--- src/rtl/timer_table_one_shot_periodic_core_assert.svh ---
// Assertion macros shared by the timer table RTL.
// Each macro expects clk and rst in the scope where it is used.
`ifndef TIMER_TABLE_ONE_SHOT_PERIODIC_CORE_ASSERT_SVH
`define TIMER_TABLE_ONE_SHOT_PERIODIC_CORE_ASSERT_SVH

// condition holds on every clock out of reset
`define TTOP_ASSERT_ALWAYS(lbl, cond) \
  lbl: assert property (@(posedge clk) disable iff (rst) (cond)) \
    else $error("timer table check failed");

// consequent holds in the same cycle as the antecedent
`define TTOP_ASSERT_IMP(lbl, ante, cons) \
  lbl: assert property (@(posedge clk) disable iff (rst) (ante) |-> (cons)) \
    else $error("timer table check failed");

// consequent holds in the cycle after the antecedent
`define TTOP_ASSERT_NXT(lbl, ante, cons) \
  lbl: assert property (@(posedge clk) disable iff (rst) (ante) |=> (cons)) \
    else $error("timer table check failed");

`endif

--- src/rtl/ttop_pkg.sv ---
`timescale 1ns / 1ps
// Shared types, constants and helpers for the timer table core.
// No dependencies; used by every other file but the assertion macro header.
package ttop_pkg;

  localparam int MAX_TIMERS = 16;
  localparam int CNT_W      = $clog2(MAX_TIMERS + 1);
  localparam int IDX_W      = (MAX_TIMERS > 1) ? $clog2(MAX_TIMERS) : 1;

  localparam int OP_W    = 2;
  localparam int TIME_W  = 48;
  localparam int DELAY_W = 32;
  localparam int ID_W    = 32;
  localparam int EV_W    = 3;

  localparam logic [ID_W-1:0] ID_FIRST = ID_W'(1);

  typedef enum logic [OP_W-1:0] {
    OP_TICK         = 2'd0,
    OP_ADD_ONCE     = 2'd1,
    OP_ADD_PERIODIC = 2'd2,
    OP_CLEAR        = 2'd3
  } op_t;

  typedef enum logic [EV_W-1:0] {
    EV_ADDED     = 3'd0,
    EV_FIRED     = 3'd1,
    EV_CLEARED   = 3'd2,
    EV_NOT_FOUND = 3'd3,
    EV_FULL      = 3'd4,
    EV_DONE      = 3'd5
  } ev_t;

  typedef enum logic [1:0] {
    ST_IDLE,
    ST_ADD,
    ST_CLEAR,
    ST_TICK
  } state_t;

  typedef struct packed {
    logic [ID_W-1:0]    id;
    logic [TIME_W-1:0]  expiry;
    logic [DELAY_W-1:0] interval;
    logic               repeats;
  } slot_t;

  typedef struct packed {
    logic load;
    logic insert;
    logic remove;
    logic rearm;
    logic idx_inc;
    logic emit;
    ev_t  ev;
  } dp_cmd_t;

  typedef struct packed {
    logic full;
    logic at_end;
    logic id_match;
    logic due;
    logic repeats;
    logic out_free;
  } dp_status_t;

  function automatic logic [TIME_W-1:0] sat_add(input logic [TIME_W-1:0] t,
                                                input logic [DELAY_W-1:0] d);
    logic [TIME_W:0] s;
    s = {1'b0, t} + {{(TIME_W + 1 - DELAY_W){1'b0}}, d};
    return s[TIME_W] ? {TIME_W{1'b1}} : s[TIME_W-1:0];
  endfunction

endpackage

--- src/rtl/ttop_in_if.sv ---
`timescale 1ns / 1ps
// Request channel of the timer table: valid/ready plus one request.
// Depends on ttop_pkg for field widths.
interface ttop_in_if;
  logic                          valid;
  logic                          ready;
  logic [ttop_pkg::OP_W-1:0]     operation;
  logic [ttop_pkg::TIME_W-1:0]   now_ms;
  logic [ttop_pkg::DELAY_W-1:0]  delay_ms;
  logic [ttop_pkg::ID_W-1:0]     clear_id;

  modport source (output valid, operation, now_ms, delay_ms, clear_id, input ready);
  modport sink   (input valid, operation, now_ms, delay_ms, clear_id, output ready);
endinterface

--- src/rtl/ttop_out_if.sv ---
`timescale 1ns / 1ps
// Result channel of the timer table: valid/ready plus one result.
// Depends on ttop_pkg for field widths.
interface ttop_out_if;
  logic                       valid;
  logic                       ready;
  logic [ttop_pkg::EV_W-1:0]  event_res;
  logic [ttop_pkg::ID_W-1:0]  timer_id_res;
  logic                       periodic;
  logic                       last;

  modport source (output valid, event_res, timer_id_res, periodic, last, input ready);
  modport sink   (input valid, event_res, timer_id_res, periodic, last, output ready);
endinterface

--- src/rtl/ttop_dp.sv ---
`timescale 1ns / 1ps
// Datapath: timer slot list, scan index, id counter and result register.
// Depends on ttop_pkg and the assertion macro header.
`include "timer_table_one_shot_periodic_core_assert.svh"
module ttop_dp (
  input  logic                          clk,
  input  logic                          rst,
  input  ttop_pkg::dp_cmd_t             cmd,
  output ttop_pkg::dp_status_t          st,
  input  logic [ttop_pkg::OP_W-1:0]     in_operation,
  input  logic [ttop_pkg::TIME_W-1:0]   in_now_ms,
  input  logic [ttop_pkg::DELAY_W-1:0]  in_delay_ms,
  input  logic [ttop_pkg::ID_W-1:0]     in_clear_id,
  output logic                          out_valid,
  input  logic                          out_ready,
  output logic [ttop_pkg::EV_W-1:0]     event_res,
  output logic [ttop_pkg::ID_W-1:0]     timer_id_res,
  output logic                          periodic,
  output logic                          last
);

  ttop_pkg::op_t                     op_q;
  logic [ttop_pkg::TIME_W-1:0]       now_q;
  logic [ttop_pkg::DELAY_W-1:0]      delay_q;
  logic [ttop_pkg::ID_W-1:0]         cid_q;

  ttop_pkg::slot_t                   slots [ttop_pkg::MAX_TIMERS];
  logic [ttop_pkg::CNT_W-1:0]        count;
  logic [ttop_pkg::CNT_W-1:0]        idx;
  logic [ttop_pkg::ID_W-1:0]         next_id;

  ttop_pkg::slot_t                   cur;
  ttop_pkg::slot_t                   new_slot;
  logic [ttop_pkg::TIME_W-1:0]       rearm_exp;
  logic                              add_rep;
  logic [ttop_pkg::ID_W-1:0]         res_id;
  logic                              res_per;

  always_ff @(posedge clk) begin
    if (cmd.load) begin
      op_q    <= ttop_pkg::op_t'(in_operation);
      now_q   <= in_now_ms;
      delay_q <= in_delay_ms;
      cid_q   <= in_clear_id;
    end
  end

  assign cur       = slots[idx[ttop_pkg::IDX_W-1:0]];
  assign add_rep   = (op_q == ttop_pkg::OP_ADD_PERIODIC);
  assign rearm_exp = ttop_pkg::sat_add(now_q, cur.interval);

  always_comb begin
    new_slot.id       = next_id;
    new_slot.expiry   = ttop_pkg::sat_add(now_q, delay_q);
    new_slot.interval = add_rep ? delay_q : '0;
    new_slot.repeats  = add_rep;
  end

  always_comb begin
    st.full     = (count == ttop_pkg::CNT_W'(ttop_pkg::MAX_TIMERS));
    st.at_end   = (idx == count);
    st.id_match = (cur.id == cid_q);
    st.due      = (now_q >= cur.expiry);
    st.repeats  = cur.repeats;
    st.out_free = !out_valid || out_ready;
  end

  // slot list: newest at slot 0, live slots form a prefix
  always_ff @(posedge clk) begin
    if (cmd.insert) begin
      slots[0] <= new_slot;
      for (int j = 1; j < ttop_pkg::MAX_TIMERS; j++) begin
        slots[j] <= slots[j-1];
      end
    end else if (cmd.remove) begin
      for (int j = 0; j < ttop_pkg::MAX_TIMERS - 1; j++) begin
        if (ttop_pkg::CNT_W'(j) >= idx) begin
          slots[j] <= slots[j+1];
        end
      end
    end else if (cmd.rearm) begin
      slots[idx[ttop_pkg::IDX_W-1:0]].expiry <= rearm_exp;
    end
  end

  always_ff @(posedge clk) begin
    if (rst) begin
      count   <= '0;
      idx     <= '0;
      next_id <= ttop_pkg::ID_FIRST;
    end else begin
      if (cmd.insert) begin
        count   <= count + 1'b1;
        next_id <= (next_id == {ttop_pkg::ID_W{1'b1}}) ? ttop_pkg::ID_FIRST
                                                        : next_id + 1'b1;
      end else if (cmd.remove) begin
        count <= count - 1'b1;
      end
      if (cmd.load) begin
        idx <= '0;
      end else if (cmd.idx_inc) begin
        idx <= idx + 1'b1;
      end
    end
  end

  always_comb begin
    case (cmd.ev)
      ttop_pkg::EV_ADDED: begin
        res_id  = next_id;
        res_per = add_rep;
      end
      ttop_pkg::EV_FIRED: begin
        res_id  = cur.id;
        res_per = cur.repeats;
      end
      ttop_pkg::EV_CLEARED: begin
        res_id  = cid_q;
        res_per = cur.repeats;
      end
      default: begin
        res_id  = '0;
        res_per = 1'b0;
      end
    endcase
  end

  always_ff @(posedge clk) begin
    if (rst) begin
      out_valid <= 1'b0;
    end else if (cmd.emit) begin
      out_valid <= 1'b1;
    end else if (out_ready) begin
      out_valid <= 1'b0;
    end
  end

  always_ff @(posedge clk) begin
    if (cmd.emit) begin
      event_res    <= cmd.ev;
      timer_id_res <= res_id;
      periodic     <= res_per;
      last         <= (cmd.ev != ttop_pkg::EV_FIRED);
    end
  end

  `TTOP_ASSERT_ALWAYS(a_count_bound, count <= ttop_pkg::CNT_W'(ttop_pkg::MAX_TIMERS))
  `TTOP_ASSERT_IMP(a_emit_slot_free, cmd.emit, !out_valid || out_ready)
  `TTOP_ASSERT_IMP(a_insert_room, cmd.insert, !st.full)
  `TTOP_ASSERT_NXT(a_remove_shrinks, cmd.remove && !rst, count == $past(count) - 1'b1)

endmodule

--- src/rtl/ttop_ctrl.sv ---
`timescale 1ns / 1ps
// Controller: sequences add, clear-by-id scan and tick scan over the datapath.
// Depends on ttop_pkg and the assertion macro header.
`include "timer_table_one_shot_periodic_core_assert.svh"
module ttop_ctrl (
  input  logic                       clk,
  input  logic                       rst,
  input  logic                       in_valid,
  input  logic [ttop_pkg::OP_W-1:0]  in_operation,
  output logic                       in_ready,
  input  ttop_pkg::dp_status_t       st,
  output ttop_pkg::dp_cmd_t          cmd
);

  ttop_pkg::state_t state;
  ttop_pkg::state_t state_next;

  always_ff @(posedge clk) begin
    if (rst) begin
      state <= ttop_pkg::ST_IDLE;
    end else begin
      state <= state_next;
    end
  end

  always_comb begin
    state_next = state;
    case (state)
      ttop_pkg::ST_IDLE: begin
        if (in_valid) begin
          case (ttop_pkg::op_t'(in_operation))
            ttop_pkg::OP_TICK:         state_next = ttop_pkg::ST_TICK;
            ttop_pkg::OP_ADD_ONCE:     state_next = ttop_pkg::ST_ADD;
            ttop_pkg::OP_ADD_PERIODIC: state_next = ttop_pkg::ST_ADD;
            ttop_pkg::OP_CLEAR:        state_next = ttop_pkg::ST_CLEAR;
            default:                   state_next = ttop_pkg::ST_IDLE;
          endcase
        end
      end
      ttop_pkg::ST_ADD: begin
        if (st.out_free) state_next = ttop_pkg::ST_IDLE;
      end
      ttop_pkg::ST_CLEAR: begin
        if ((st.at_end || st.id_match) && st.out_free) state_next = ttop_pkg::ST_IDLE;
      end
      ttop_pkg::ST_TICK: begin
        if (st.at_end && st.out_free) state_next = ttop_pkg::ST_IDLE;
      end
      default: state_next = ttop_pkg::ST_IDLE;
    endcase
  end

  always_comb begin
    in_ready = 1'b0;
    cmd      = '0;
    cmd.ev   = ttop_pkg::EV_DONE;
    case (state)
      ttop_pkg::ST_IDLE: begin
        in_ready = 1'b1;
        cmd.load = in_valid;
      end
      ttop_pkg::ST_ADD: begin
        if (st.out_free) begin
          cmd.emit = 1'b1;
          if (st.full) begin
            cmd.ev = ttop_pkg::EV_FULL;
          end else begin
            cmd.ev     = ttop_pkg::EV_ADDED;
            cmd.insert = 1'b1;
          end
        end
      end
      ttop_pkg::ST_CLEAR: begin
        if (st.at_end) begin
          cmd.ev   = ttop_pkg::EV_NOT_FOUND;
          cmd.emit = st.out_free;
        end else if (st.id_match) begin
          cmd.ev     = ttop_pkg::EV_CLEARED;
          cmd.emit   = st.out_free;
          cmd.remove = st.out_free;
        end else begin
          cmd.idx_inc = 1'b1;
        end
      end
      ttop_pkg::ST_TICK: begin
        if (st.at_end) begin
          cmd.ev   = ttop_pkg::EV_DONE;
          cmd.emit = st.out_free;
        end else if (st.due) begin
          cmd.ev = ttop_pkg::EV_FIRED;
          if (st.out_free) begin
            cmd.emit = 1'b1;
            if (st.repeats) begin
              cmd.rearm   = 1'b1;
              cmd.idx_inc = 1'b1;
            end else begin
              cmd.remove = 1'b1;
            end
          end
        end else begin
          cmd.idx_inc = 1'b1;
        end
      end
      default: begin
        in_ready = 1'b0;
      end
    endcase
  end

  `TTOP_ASSERT_NXT(a_accept_leaves_idle, state == ttop_pkg::ST_IDLE && in_valid,
                   state != ttop_pkg::ST_IDLE)
  `TTOP_ASSERT_IMP(a_remove_in_range, cmd.remove, !st.at_end)
  `TTOP_ASSERT_IMP(a_one_list_update, cmd.insert || cmd.remove || cmd.rearm,
                   $onehot({cmd.insert, cmd.remove, cmd.rearm}))

endmodule

--- src/rtl/timer_table_one_shot_periodic_core.sv ---
`timescale 1ns / 1ps
// Timer table top level. Add and clear give one result; after acceptance an add's result
// is registered from ST_ADD, and a clear passes over non-matching slots in ST_CLEAR first.
// A tick walks the live slots one per cycle, but waits on a due slot or its done result
// while the result channel holds off ready.
// One request is in work at a time; the scan of the shared slot list sets the rate.
// Synchronous reset empties the table and sets the next id to 1.
module timer_table_one_shot_periodic_core (
  input  logic       clk,
  input  logic       rst,
  ttop_in_if.sink    timer_in,
  ttop_out_if.source timer_out
);

  ttop_pkg::dp_cmd_t    cmd;
  ttop_pkg::dp_status_t st;

  ttop_ctrl u_ctrl (
    .clk          (clk),
    .rst          (rst),
    .in_valid     (timer_in.valid),
    .in_operation (timer_in.operation),
    .in_ready     (timer_in.ready),
    .st           (st),
    .cmd          (cmd)
  );

  ttop_dp u_dp (
    .clk          (clk),
    .rst          (rst),
    .cmd          (cmd),
    .st           (st),
    .in_operation (timer_in.operation),
    .in_now_ms    (timer_in.now_ms),
    .in_delay_ms  (timer_in.delay_ms),
    .in_clear_id  (timer_in.clear_id),
    .out_valid    (timer_out.valid),
    .out_ready    (timer_out.ready),
    .event_res    (timer_out.event_res),
    .timer_id_res (timer_out.timer_id_res),
    .periodic     (timer_out.periodic),
    .last         (timer_out.last)
  );

endmodule
--- src/flat_wrapper.sv ---
// flat-port wrapper written by rule: the top's interface ports become plain ports
module timer_table_one_shot_periodic_core_flat 
  (clk, rst, timer_in_valid, timer_in_operation, timer_in_now_ms, timer_in_delay_ms, timer_in_clear_id, timer_in_ready, timer_out_valid, timer_out_event_res, timer_out_timer_id_res, timer_out_periodic, timer_out_last, timer_out_ready);
  ttop_in_if timer_in_i ();
  ttop_out_if timer_out_i ();
  input  logic clk;
  input  logic rst;
  input wire logic [$bits(timer_in_i.valid)-1:0] timer_in_valid;
  input wire logic [$bits(timer_in_i.operation)-1:0] timer_in_operation;
  input wire logic [$bits(timer_in_i.now_ms)-1:0] timer_in_now_ms;
  input wire logic [$bits(timer_in_i.delay_ms)-1:0] timer_in_delay_ms;
  input wire logic [$bits(timer_in_i.clear_id)-1:0] timer_in_clear_id;
  output wire logic [$bits(timer_in_i.ready)-1:0] timer_in_ready;
  output wire logic [$bits(timer_out_i.valid)-1:0] timer_out_valid;
  output wire logic [$bits(timer_out_i.event_res)-1:0] timer_out_event_res;
  output wire logic [$bits(timer_out_i.timer_id_res)-1:0] timer_out_timer_id_res;
  output wire logic [$bits(timer_out_i.periodic)-1:0] timer_out_periodic;
  output wire logic [$bits(timer_out_i.last)-1:0] timer_out_last;
  input wire logic [$bits(timer_out_i.ready)-1:0] timer_out_ready;
  assign timer_in_i.valid = timer_in_valid;
  assign timer_in_i.operation = timer_in_operation;
  assign timer_in_i.now_ms = timer_in_now_ms;
  assign timer_in_i.delay_ms = timer_in_delay_ms;
  assign timer_in_i.clear_id = timer_in_clear_id;
  assign timer_in_ready = timer_in_i.ready;
  assign timer_out_valid = timer_out_i.valid;
  assign timer_out_event_res = timer_out_i.event_res;
  assign timer_out_timer_id_res = timer_out_i.timer_id_res;
  assign timer_out_periodic = timer_out_i.periodic;
  assign timer_out_last = timer_out_i.last;
  assign timer_out_i.ready = timer_out_ready;
  timer_table_one_shot_periodic_core u_core (.clk(clk), .rst(rst), .timer_in(timer_in_i), .timer_out(timer_out_i));
endmodule
--- config.mk ---
export PLATFORM = sky130hd
export DESIGN_NAME = timer_table_one_shot_periodic_core_flat
export DESIGN_NICKNAME = d
export VERILOG_FILES = /design/src/rtl/ttop_pkg.sv /design/src/rtl/ttop_in_if.sv /design/src/rtl/ttop_out_if.sv /design/src/rtl/ttop_dp.sv /design/src/rtl/ttop_ctrl.sv /design/src/rtl/timer_table_one_shot_periodic_core.sv /design/src/flat_wrapper.sv
export VERILOG_INCLUDE_DIRS = /design/src /design/src/rtl
export SDC_FILE = /design/constraint.sdc
export NUM_CORES = 2
export LEC_CHECK = 0
export ABC_AREA = 0
export BUFFER_PORTS_ARGS = -buffer_cell sky130_fd_sc_hd__clkbuf_2
export CAP_MARGIN = 20
export CORE_MARGIN = 3
export CORE_UTILIZATION = 64
export CTS_CLUSTER_DIAMETER = 200
export DETAILED_ROUTE_END_ITERATION = 10
export PLACE_DENSITY = 0.81
export SYNTH_ARGS = -nofsm -noshare
export SYNTH_HDL_FRONTEND = slang
export SYNTH_SLANG_ARGS = --single-unit
--- constraint.sdc ---
create_clock -name clk -period 10.73 [get_ports clk]
set_clock_uncertainty 0.2 [all_clocks]
set_input_delay 2.146 -clock clk [delete_from_list [all_inputs] [get_ports clk]]
set_output_delay 2.146 -clock clk [all_outputs]
set_load 0.02 [all_outputs]
# Word level (Yosys, flattened, before mapping)
# Memory sizes are Yosys's and may differ from the RTL's. A register that Yosys moved wholly into a read port is not among the register bits.
# Index checks and enable logic that the tools add are counted.
[op_classes]
n_addsub = 6
n_eq_ne = 18
n_bitwise = 15
muxes = 127
n_reduce_logical = 15
order_cmp = 16
[ops]
columns = ["op", "n"]
rows = [
  ["$mux W113", 16],
  ["$reduce_or A113 Y1", 1],
  ["$add A48 B32 Y49", 2],
  ["$mux W48", 2],
  ["$pmux W32 S3", 1],
  ["$mux W1", 80],
  ["$mux W32", 2],
  ["$ge A48 B48 Y1", 1],
  ["$mux W4", 9],
  ["$ge A4 B5 Y1 const A", 7],
  ["$add A32 B1 Y32 const B", 1],
  ["$eq A32 B32 Y1", 1],
  ["$eq A32 B32 Y1 const B", 1],
  ["$ge A3 B5 Y1 const A", 4],
  ["$or A1 B1 Y1", 15],
  ["$mux W2", 7],
  ["$pmux W4 S3", 1],
  ["$add A5 B1 Y5 const B", 2],
  ["$eq A2 B2 Y1 const B", 5],
  ["$ge A1 B5 Y1 const A", 2],
  ["$ge A2 B5 Y1 const A", 2],
  ["$mux W5", 2],
  ["$ne A2 B2 Y1 const B", 4],
  ["$pmux W2 S4", 1],
  ["other kinds (18)", 28],
]
[word_totals]
memories = 1
regBits = 196
mem_bits_rw = 1808
elab_cells = 211
[mem_list]
columns = ["name", "words", "width", "rd", "rd_ports_with_merged_regs", "write_ports", "line", "rtl"]
rows = [
  ["u_core.u_dp.slots", 16, 113, 17, 1, 16, "ttop_dp.sv:27", "ttop_pkg::slot_t slots [ttop_pkg::MAX_TIMERS];"],
]

# Depth between registers and ports, before layout
[depth]
depth_word = 12
mapped_depth = 26

# Cells and area by module
# From an unflattened synthesis, not the netlist that was laid out.
[unflattened]
cells_unflattened = 7638
area_unflattened_um2 = 106961.3
[by_module_without_submodules]
columns = ["module", "cells_per_inst", "seq_area_each_um2", "area_per_inst_um2", "n_inst"]
rows = [
  ["ttop_dp", 7598, 59767.3, 106668.6, 1],
  ["ttop_ctrl", 40, 40.0, 292.8, 1],
]

# Worst setup path after synthesis
# No wires, ideal clock.
[synth_path]
path_kind = "register to register"
start = "register with a tool-made name"
end = "memory u_core.u_dp.slots[8][33] (netlist name) (enable)"
slack_ps = 2414
t_required_ps = 10117
t_arrival_ps = 7703
synth_period_minus_slack_ps = 8316
stages_incl_launch_ff = 24
path_buffers = 9
path_cell_list = "dfxtp_1 > buf_4 > buf_6 > buf_4 > buf_4 > buf_2 > clkbuf_1 > clkbuf_1 > buf_1 > mux4_2 > mux4_2 > inv_1 > ha_1 > nand4_1 > nor3_1 > and3_1 > nand3_1 > nor3_1 > o31a_1 > nand3_1 > a211oi_2 > buf_4 > or2_2 > nand2b_1"
[synth_lines]
columns = ["item", "line"]
rows = [
  ["to (decl)", "ttop_dp.sv:27"],
]

==> flow_metrics.py <==
metrics = {
    "outcome": {
        "outcome": "finished, violations left",
        "violations": "DRC",
    },
    "critical_path": {
        "r2r-end": "u_core.u_dp.slots[6][79]",
        "path_class": "flip-flop to flip-flop",
        "crit_path_start_kind": "flip-flop",
        "crit_path_end_kind": "flip-flop",
        "reg2reg_slack_ns": 1.89,
        "reg2reg_depth": 17,
        "critPathRequiredTime_ns": 11.08,
        "arrival_ns": 9.20,
        "cp_max_fo": 80,
    },
    "global_routing": {
        "grt_pass1_wl_um": 524000,
        "grt_overflow": 0,
        "grt_usage_pct": 41.0,
        "grt_max_degree": 131,
        "grt_pass1_vias": 79700,
        "antenna_found_initial": 14,
    },
    "flow_run": {
        "timing.max_cap.violations": 0,
    },
    "logic_synthesis": {
        "ys_seq_elements": 2008,
        "synth_ff_type": "edfxtp_1",
        "synth_area_leaders": "edfxtp_1 55%, mux4_2 11%, nand2_1 6.3%",
        "synth_warnings": 0,
        "synthCells": 8483,
        "yosysTopAreaCellShare_pct": 54.5,
        "async_flop_share_pct": 0,
        "synth_area_per_cell_um2": 12.7,
        "ys_seq_area_share_pct": 55.4,
        "synth_area_um2": 108000,
        "yosysMostFrequentCell": "edfxtp_1",
        "synth_enable_flop_cells": 1959,
        "yosysTopAreaCell": "edfxtp_1",
        "syn_nets": 8725,
        "yosys-top-cells-count": "1959 x edfxtp_1, 1817 x nand2_1, 516 x mux4_2",
        "ys_types": 84,
    },
    "layout": {
        "nNetsFinal": 8582,
        "final_area_um2": 117000,
        "instances_no_fill": 10700,
        "drive_gt1_share_pct": 20.4,
        "fillers": 11100,
        "area_growth_pct": 8.52,
    },
    "placed_design": {
        "dp_hpwl_um": 210000,
        "place_inst": 10300,
        "dp_slack_ns": 2.27,
        "place_area_um2": 110000,
        "globalplace.congestion": 0.994,
        "port_buffers": 156,
    },
    "timing": {
        "setup-violations-final": 0,
        "rsz0062_at_grt": "no",
        "finalSetupTns_ns": 0,
        "period_needed_ns": 8.84,
        "finalHoldViolations": 0,
        "relSlewSlack_pct": 16.4,
        "final_max_slew_viol_count": 0,
        "worstMarginPinSlew_ns": 1.25,
        "hold_ws_ns": 0.278,
        "worst_slack_ns": 1.89,
        "period_share_pct": 82.4,
        "max_freq_mhz": 113,
    },
    "detailed_routing": {
        "vias_per_cell": 7.67,
        "vias": 82200,
        "dr.pass1.iters": 11,
        "wl_um": 363000,
        "drc": 1,
        "ant_nets": 0,
        "wl_per_cell_um": 33.9,
        "drtIter0Drc": 15200,
    },
    "cts": {
        "cts.sinks": 2008,
        "worstSkewPairLatency_ns": 0.90,
        "cts_hold_buf": 0,
        "clockBufferDepth": 3,
        "cts_resized": 0,
        "cts_max_level": 4,
        "path_clk_slew_ns": 0.06,
        "root_buffer": "clkbuf_16",
        "numCtsBuffers": 202,
        "tritoncts": "yes",
        "postCtsSetupBuffers": 0,
    },
    "power": {
        "p_leak_uw": 0.0402,
        "p_per_area_nw_per_um2": 163,
        "peakVddDrop_mv": 0.156,
    },
    "min_path": {
        "min_to": "u_core.u_dp.slots[15][25]",
        "hold_path_class": "flip-flop to flip-flop",
        "hold_path_depth": 0,
        "hp-start": "u_core.u_dp.slots[14][25]",
    },
    "floorplan": {
        "start_util_pct": 64.5,
        "rows": 150,
        "core_um2": 167000,
        "die_x_um": 417,
        "die-area_um2": 174000,
        "die_y_um": 417,
        "ioPinCount": 157,
    },
}
[critical path, stage by stage, from the launching register on]
cell      delay [ns]
dfxtp_4         1.02
buf_12          0.64
mux4_2          0.59
mux4_2          0.49
inv_1           0.12
ha_1            0.26
a21o_1          0.20
a21oi_1         0.13
o21ai_0         0.08
a211oi_1        0.57
o211ai_1        0.34
o31a_1          0.46
nand4_1         0.14
buf_4           0.58
nand2_4         0.71
o21ai_0         0.55
nand3_4         0.79
buf_4           0.60
[stage by stage]
stage | total power [uW] | utilization, %
3_3_place_gp | 11800 | 66.0
4_1_cts | 18900 | 69.9
3_5_place_dp | 11900 | 66.0
6_report | 19100 | 70.0
5_1_grt | 19500 | 70.0
2_1_floorplan | 11000 | -
[worst max path at each step]
| stage | from | to | slack (ns) | cells after the start |
|---|---|---|---|---|
| global route | flip-flop | u_core.u_dp.slots[6][79] | 1.70 | 17 |
| detailed placement | flip-flop | u_core.u_dp.slots[6][70] | 2.27 | 17 |
| CTS | flip-flop | u_core.u_dp.slots[6][79] | 2.20 | 17 |
| global placement | flip-flop | u_core.u_dp.slots[6][71] | 2.30 | 17 |
| finish | flip-flop | u_core.u_dp.slots[6][79] | 1.89 | 17 |
| floorplan | flip-flop | u_core.u_dp.slots[8][33] | 2.41 | 23 |
[layer usage]
metal | global-route usage [%] | part of all wire [%] | up-vias
li1 | - | - | 32200
met1 | 52.6 | 32 | 39800
met2 | 59.5 | 43 | 8188
met3 | 13.6 | 16 | 1947
met4 | 28.1 | 8.7 | 18
met5 | 0.250 | 0.045 | -
[cells in the final DEF, fill, tap and decap left out, types with 55 or more instances in the layout]
| master | instances |
|---|---|
| ha_1 | 121 |
| clkbuf_16 | 202 |
| mux2_2 | 493 |
| xnor2_1 | 89 |
| inv_1 | 93 |
| nor2_1 | 305 |
| buf_4 | 128 |
| xor2_1 | 70 |
| mux4_2 | 516 |
| o211ai_1 | 151 |
| o21ai_0 | 392 |
| nand3b_1 | 133 |
| nand2_1 | 1806 |
| edfxtp_1 | 1959 |
| clkbuf_2 | 156 |
| a221o_1 | 64 |
| a21oi_1 | 197 |
| nand3_1 | 73 |
| o221ai_1 | 55 |
| mux2i_1 | 348 |
| a22oi_1 | 258 |
[sequential cells by signal (all words and copies together) (netlist names), named ones only]
signal / flops
u_core.u_dp.now_q: 48
u_core.u_dp.slots: 1808
u_core.u_ctrl.state: 2
u_core.u_dp.count: 5
u_core.u_dp.cid_q: 32
u_core.u_dp.delay_q: 32
u_core.u_dp.next_id: 32
u_core.u_dp.timer_id_res: 32
u_core.u_dp.op_q: 2
u_core.u_dp.last: 1
u_core.u_dp.periodic: 1
u_core.u_dp.event_res: 3
u_core.u_dp.idx: 5
u_core.u_dp.out_valid: 1
[final cells by class]
cell class / instances / area [um2] / share of cell area [%]
Antenna cell: 10 / 25.0 / 0.0214
Clock inverter: 129 / 1310 / 1.12
Sequential cell: 2008 / 59800 / 51.1
Tap cell: 2204 / 2760 / 2.35
Inverter: 96 / 373 / 0.318
Multi-Input combinational cell: 5726 / 45400 / 38.8
Timing Repair Buffer: 306 / 2180 / 1.86
Clock buffer: 247 / 5260 / 4.49
[kinds of logic (layout without fill, tap and decap cells)]
kind of cell	Yosys count	count (layout)	share of synthesized area, %
compound gates	1475	1475	9.37
mux	1376	1376	19.3
buf+inv	749	778	3.00
flops	2008	2008	55.4
xor+xnor	159	159	1.29
fa+ha+maj	124	124	1.46
simple gates	2592	2592	10.1
other cells	0	10	0
[report_power, final]
part	switching [uW]	internal [uW]
Combinational	1490	752
Sequential	433	9230
Clock	3240	3950
Total	5170	13900
Power figures use the tool's default switching activity.
